===== src/rtl/quaternion_to_euler_angles_macros.svh =====
// Assertion macros for the quaternion to Euler angles block
`ifndef QUATERNION_TO_EULER_ANGLES_MACROS_SVH
`define QUATERNION_TO_EULER_ANGLES_MACROS_SVH

// Check a condition at every clock edge outside reset
`define Q2E_ASSERT_NOW(lbl, expr) \
   lbl: assert property (@(posedge clock) disable iff (reset) (expr)) \
      else $error("q2e check failed");

// Check that a condition in one cycle implies another in the next cycle
`define Q2E_ASSERT_NEXT(lbl, ante, cons) \
   lbl: assert property (@(posedge clock) disable iff (reset) (ante) |=> (cons)) \
      else $error("q2e check failed");

`endif


===== src/rtl/q2e_pkg.sv =====
// Shared types, widths and constants for the quaternion to Euler angles block
`default_nettype none

package q2e_pkg;

   // Width of the yaw, roll and pitch vector terms (signed)
   localparam int TERM_W = 37;
   // Pitch arcsine argument after scaling, and the square root result
   localparam int ROOT_W = 31;
   // Radicand of the pitch cosine leg
   localparam int PROD_W = 62;
   // CORDIC vector width after normalization
   localparam int WW = 45;
   // Angle accumulator width, degrees * 2^16
   localparam int ZW = 27;
   // Bit position that normalization brings the larger leg up to
   localparam int NORM_BIT = 40;
   localparam logic signed [ZW-1:0] DEG180 = ZW'(180 * 65536);

   // Arctangent table, atan(2^-i) in degrees * 2^16
   localparam int ATAN_ROM_LEN = 24;
   localparam logic [21:0] ATAN_ROM [ATAN_ROM_LEN] = '{
      22'd2949120, 22'd1740967, 22'd919879, 22'd466945, 22'd234379, 22'd117304,
      22'd58666, 22'd29335, 22'd14668, 22'd7334, 22'd3667, 22'd1833,
      22'd917, 22'd458, 22'd229, 22'd115, 22'd57, 22'd29,
      22'd14, 22'd7, 22'd4, 22'd2, 22'd1, 22'd0
   };

   // Output limits
   localparam int YAW_W = 15;
   localparam int PITCH_W = 14;
   localparam int HALF_TURN = 11520;
   localparam int QUARTER_TURN = 5760;

   // Front end result handed to the square root and the angle units
   typedef struct packed {
      logic signed [TERM_W-1:0] yaw_x;
      logic signed [TERM_W-1:0] yaw_y;
      logic signed [TERM_W-1:0] roll_x;
      logic signed [TERM_W-1:0] roll_y;
      logic [ROOT_W-1:0]        mag;
      logic                     neg;
      logic                     err;
      logic [PROD_W-1:0]        prod;
   } q2e_prep_type;

endpackage

`default_nettype wire


===== src/rtl/q2e_isqrt.sv =====
// Pipelined integer square root, one result bit per stage
`default_nettype none

module q2e_isqrt
   import q2e_pkg::*;
(
   input  wire logic              clock,
   input  wire logic              en,
   input  wire logic [PROD_W-1:0] radicand,
   output logic      [ROOT_W-1:0] root
);

   localparam int STAGES = ROOT_W;

   logic [PROD_W-1:0] v_ff [STAGES];
   logic [PROD_W-1:0] r_ff [STAGES];

   for (genvar g = 0; g < STAGES; g++) begin : g_stage
      localparam logic [PROD_W-1:0] BIT = PROD_W'(1) << (2 * (STAGES - 1 - g));
      logic [PROD_W-1:0] v_prev, r_prev, trial;

      if (g == 0) begin : g_first
         assign v_prev = radicand;
         assign r_prev = '0;
      end else begin : g_next
         assign v_prev = v_ff[g-1];
         assign r_prev = r_ff[g-1];
      end

      assign trial = r_prev + BIT;

      // Subtract the trial value when it fits and set this root bit
      always_ff @(posedge clock) begin
         if (en) begin
            if (v_prev >= trial) begin
               v_ff[g] <= v_prev - trial;
               r_ff[g] <= (r_prev >> 1) + BIT;
            end else begin
               v_ff[g] <= v_prev;
               r_ff[g] <= r_prev >> 1;
            end
         end
      end
   end

   assign root = r_ff[STAGES-1][ROOT_W-1:0];

endmodule

`default_nettype wire


===== config.mk =====
export PLATFORM = sky130hd
export DESIGN_NAME = q2e_isqrt
export DESIGN_NICKNAME = d
export VERILOG_FILES = /design/src/rtl/quaternion_to_euler_angles_macros.svh /design/src/rtl/q2e_pkg.sv /design/src/rtl/q2e_isqrt.sv
export SDC_FILE = /design/constraint.sdc
export NUM_CORES = 2
export LEC_CHECK = 0
export CAP_MARGIN = 20
export CORE_MARGIN = 3
export CORE_UTILIZATION = 35
export DETAILED_ROUTE_END_ITERATION = 8
export DONT_BUFFER_PORTS = 1
export HOLD_SLACK_MARGIN = 0.15
export SETUP_SLACK_MARGIN = 0.4
export SYNTH_ARGS = -nofsm -noshare
export SYNTH_HDL_FRONTEND = slang
export SYNTH_SLANG_ARGS = --single-unit

===== constraint.sdc =====
create_clock -name clock -period 6.7 [get_ports clock]
set_clock_uncertainty 0.2 [all_clocks]
set_input_delay 0.67 -clock clock [delete_from_list [all_inputs] [get_ports clock]]
set_output_delay 0.67 -clock clock [all_outputs]
set_load 0.02 [all_outputs]

==> metrics <==
Crit Path Class input port to register; share of post-route cells with drive strength above 1 7.42%; Max VDD drop 0.220 mV; cell count after synthesis 9165; # clock sinks 2356; ranking of synthesized cells by area edfxtp_1 62%, ha_1 5.8%, xor2_1 3.3%; Vias/cell 5.25; hold endpoint v_ff[0][597]$_DFFE_PP_; CP Capture Type register; failing checks DRC; fmax 170 MHz; Worst R2R End v_ff[1][614]$_DFFE_PP_; mux cell area share after synthesis 0.687%; TritonCTS buffer count 271; CP Launch Type input port; Synth Area in XOR/XNOR 6.40%; Inst Count DP 13.4k; non-filler instance count after layout 14.0k; Clock transition at path regs 0.06 ns; Core Region 322000 um2; Synth Net Count 9754; # nets final 10.0k; max cap viols 0; vias in the first global route 71.7k; Final TNS setup 0 ns; CTS tree built; Initial Util 35.3%; full die area 332000 um2; top post-synthesis cells by count 2356 x edfxtp_1, 693 x nand2_1, 642 x inv_1; Setup Buffers After CTS 0; Post-synth top flop edfxtp_1; crit share post-route 87.8%; endpoints failing hold 0; WP data required 7.09 ns; First DRT Iteration DRCs 6814; CTS max path bufs 4; Rel. slew slack 17.1%; Critical Path Fanout Max 131; global-route wire length before repair 440000 um; post-CTS resize count 0; number of synthesized register bits 2356; Core Util, Final 40.4%; Max Transition Viols Final 0; final wirelength 289000 um; EDFF count, synth 2356; status finished with violations; IO Port Bufs 0; DR WL/cell 20.7 um; WP data arrival 6.27 ns; remaining global-route overflow 0; # H-tree levels 5; Die H 576 um; R2R depth 12; Layout Area Growth over Synthesis 14.4%; Pwr Total 44.8 mW; P_leak 48.0 nW; most common cell in the netlist edfxtp_1; global-route usage over all layers 17.0%; I/O Pins 95; Post-Synth Adder-Cell Area 5.77%; syn_area_per_cell 12.4 um2; Root Buffer clkbuf_16; latest clock arrival within the worst-skew pair 0.91 ns; die width 576 um; Async SR Flop Fraction 0%; antenna violations before repair 10; final setup fails 0; r2r setup slk 1.73 ns; Reg2Reg Launch Point v_ff[1][532]$_DFFE_PP_; simple-gate portion of the synthesized area 12.6%; number of routed nets with antenna violations 0; Post-Syn Area 114000 um2; via count 73.3k; min-delay src v_ff[0][535]$_DFFE_PP_; RSZ-0062 raised after global routing false; worst-margin pin slew 1.24 ns; final setup margin 0.816 ns; GP Congestion 0.925; Hold Path Class register to register; complex-gate fraction of the synthesized area 9.51%; Distinct cells, synth 98; Detail Placement HPWL 212000 um; Yosys Warn Count 0; Pwr Density 344 nW/um2; Hold Path Cell Cnt 0; largest net degree at the start of global routing 171; Final min period 5.88 ns; drt pass-1 iters 9; largest family of logic cells by synthesized area simple AND/OR/NAND/NOR gates; DR DRC count 1; Cell Rows 208; post-placement setup slack -4.25 ns; area share of the largest cell type after synthesis 62.1%; cell taking the most area after synthesis edfxtp_1; post-synthesis sequential area ratio 62.1%
-- layout make-up --
type                            instances  area, um2
Sequential cell                      2356      70700
Clock inverter                        182       2220
Clock buffer                          311       7020
Timing Repair Buffer                  234       2530
Antenna cell                            3       7.51
Multi-Input combinational cell       5934      39900
Fill cell                           29833     192000
Tap cell                             4305       5390
Inverter                              642       2410
-- worst max-delay path by stage --
stage,from,endpoint,slack (ns)
2_1_floorplan,en,r_ff[1][628]$_DFFE_PP_,1.57
4_1_cts,en,v_ff[0][369]$_DFFE_PP_,0.90
3_5_place_dp,en,v_ff[0][369]$_DFFE_PP_,-4.25
5_1_grt,en,v_ff[0][369]$_DFFE_PP_,0.41
3_3_place_gp,en,v_ff[0][370]$_DFFE_PP_,-3.81
6_report,en,v_ff[0][369]$_DFFE_PP_,0.82
-- layout by cell type (no fill, tap or decap), drive strengths merged, types with 50 or more instances in the layout --
cell type and instances:
clkbuf 312, nand2 694, xor2 430, or2 50
xnor2 402, mux2 57, dlygate4sd3 96, nor2 509
nor4b 61, edfxtp 2356, clkinv 109, or4 67
o21ai 540, or3 95, nor3 258, a21oi 473
a21o 224, nand4 170, ha 525, nand2b 109
o21bai 63, inv 662, buf 126, nand3 160
o21a 84, nor4 337, nor2b 82
-- worst max-delay path, cell delays in order --
cell and delay, ns:
buf_16 0.13, buf_16 0.29, buf_16 0.47, buf_16 0.48, buf_16 0.46, buf_16 0.34
buf_16 0.51, buf_16 0.36, buf_16 0.48, nor3b_1 0.42, nand2_1 0.20, nand3b_1 0.18
nor3_1 0.07, xor2_1 0.15
-- routing by layer --
metal,part of all wire (%),up-vias,wire length (um),global-route usage (%)
li1,-,34903,-,-
met1,45,35718,130000,23.6
met2,45,2236,131000,27.1
met3,6.8,460,19600,3.13
met4,2.9,0,8300,4.91
met5,0,-,0,0
-- flip-flops by register name, indices dropped and copies added (netlist names) --
name / count
v_ff: 1860
r_ff: 496
-- stage by stage --
step / area (um2) / hold WS [ns]
floorplan: 114000 / 0.217
global route: 130000 / 0.194
CTS: 130000 / 0.150
detailed placement: 120000 / 0.233
finish: 130000 / 0.204
global placement: 120000 / 0.227
-- where the power goes --
| group | switching [mW] | internal (mW) | leakage, nW |
|---|---|---|---|
| clock network | 6.19 | 9.14 | 4.49 |
| logic | 5.44 | 3.63 | 20.8 |
| registers | 1.67 | 18.7 | 22.7 |
-- logic make-up (layout without fill, tap and decap cells) --
kind of cell	after synthesis	in the layout
AOI/OAI and AO/OA	1746	1746
muxes	71	71
adders and majority gates	525	525
buffers and inverters	875	1369
and+or+nand+nor	2760	2760
other	0	3
DFF	2356	2356
xor gates and xnor gates	832	832
-- timing repair --
item                                   4_1_cts  5_1_grt
hold buffers                                97        0
setup endpoints to repair                  979        0
endpoints found under the hold margin      236        0
Power figures use the tool's default switching activity.
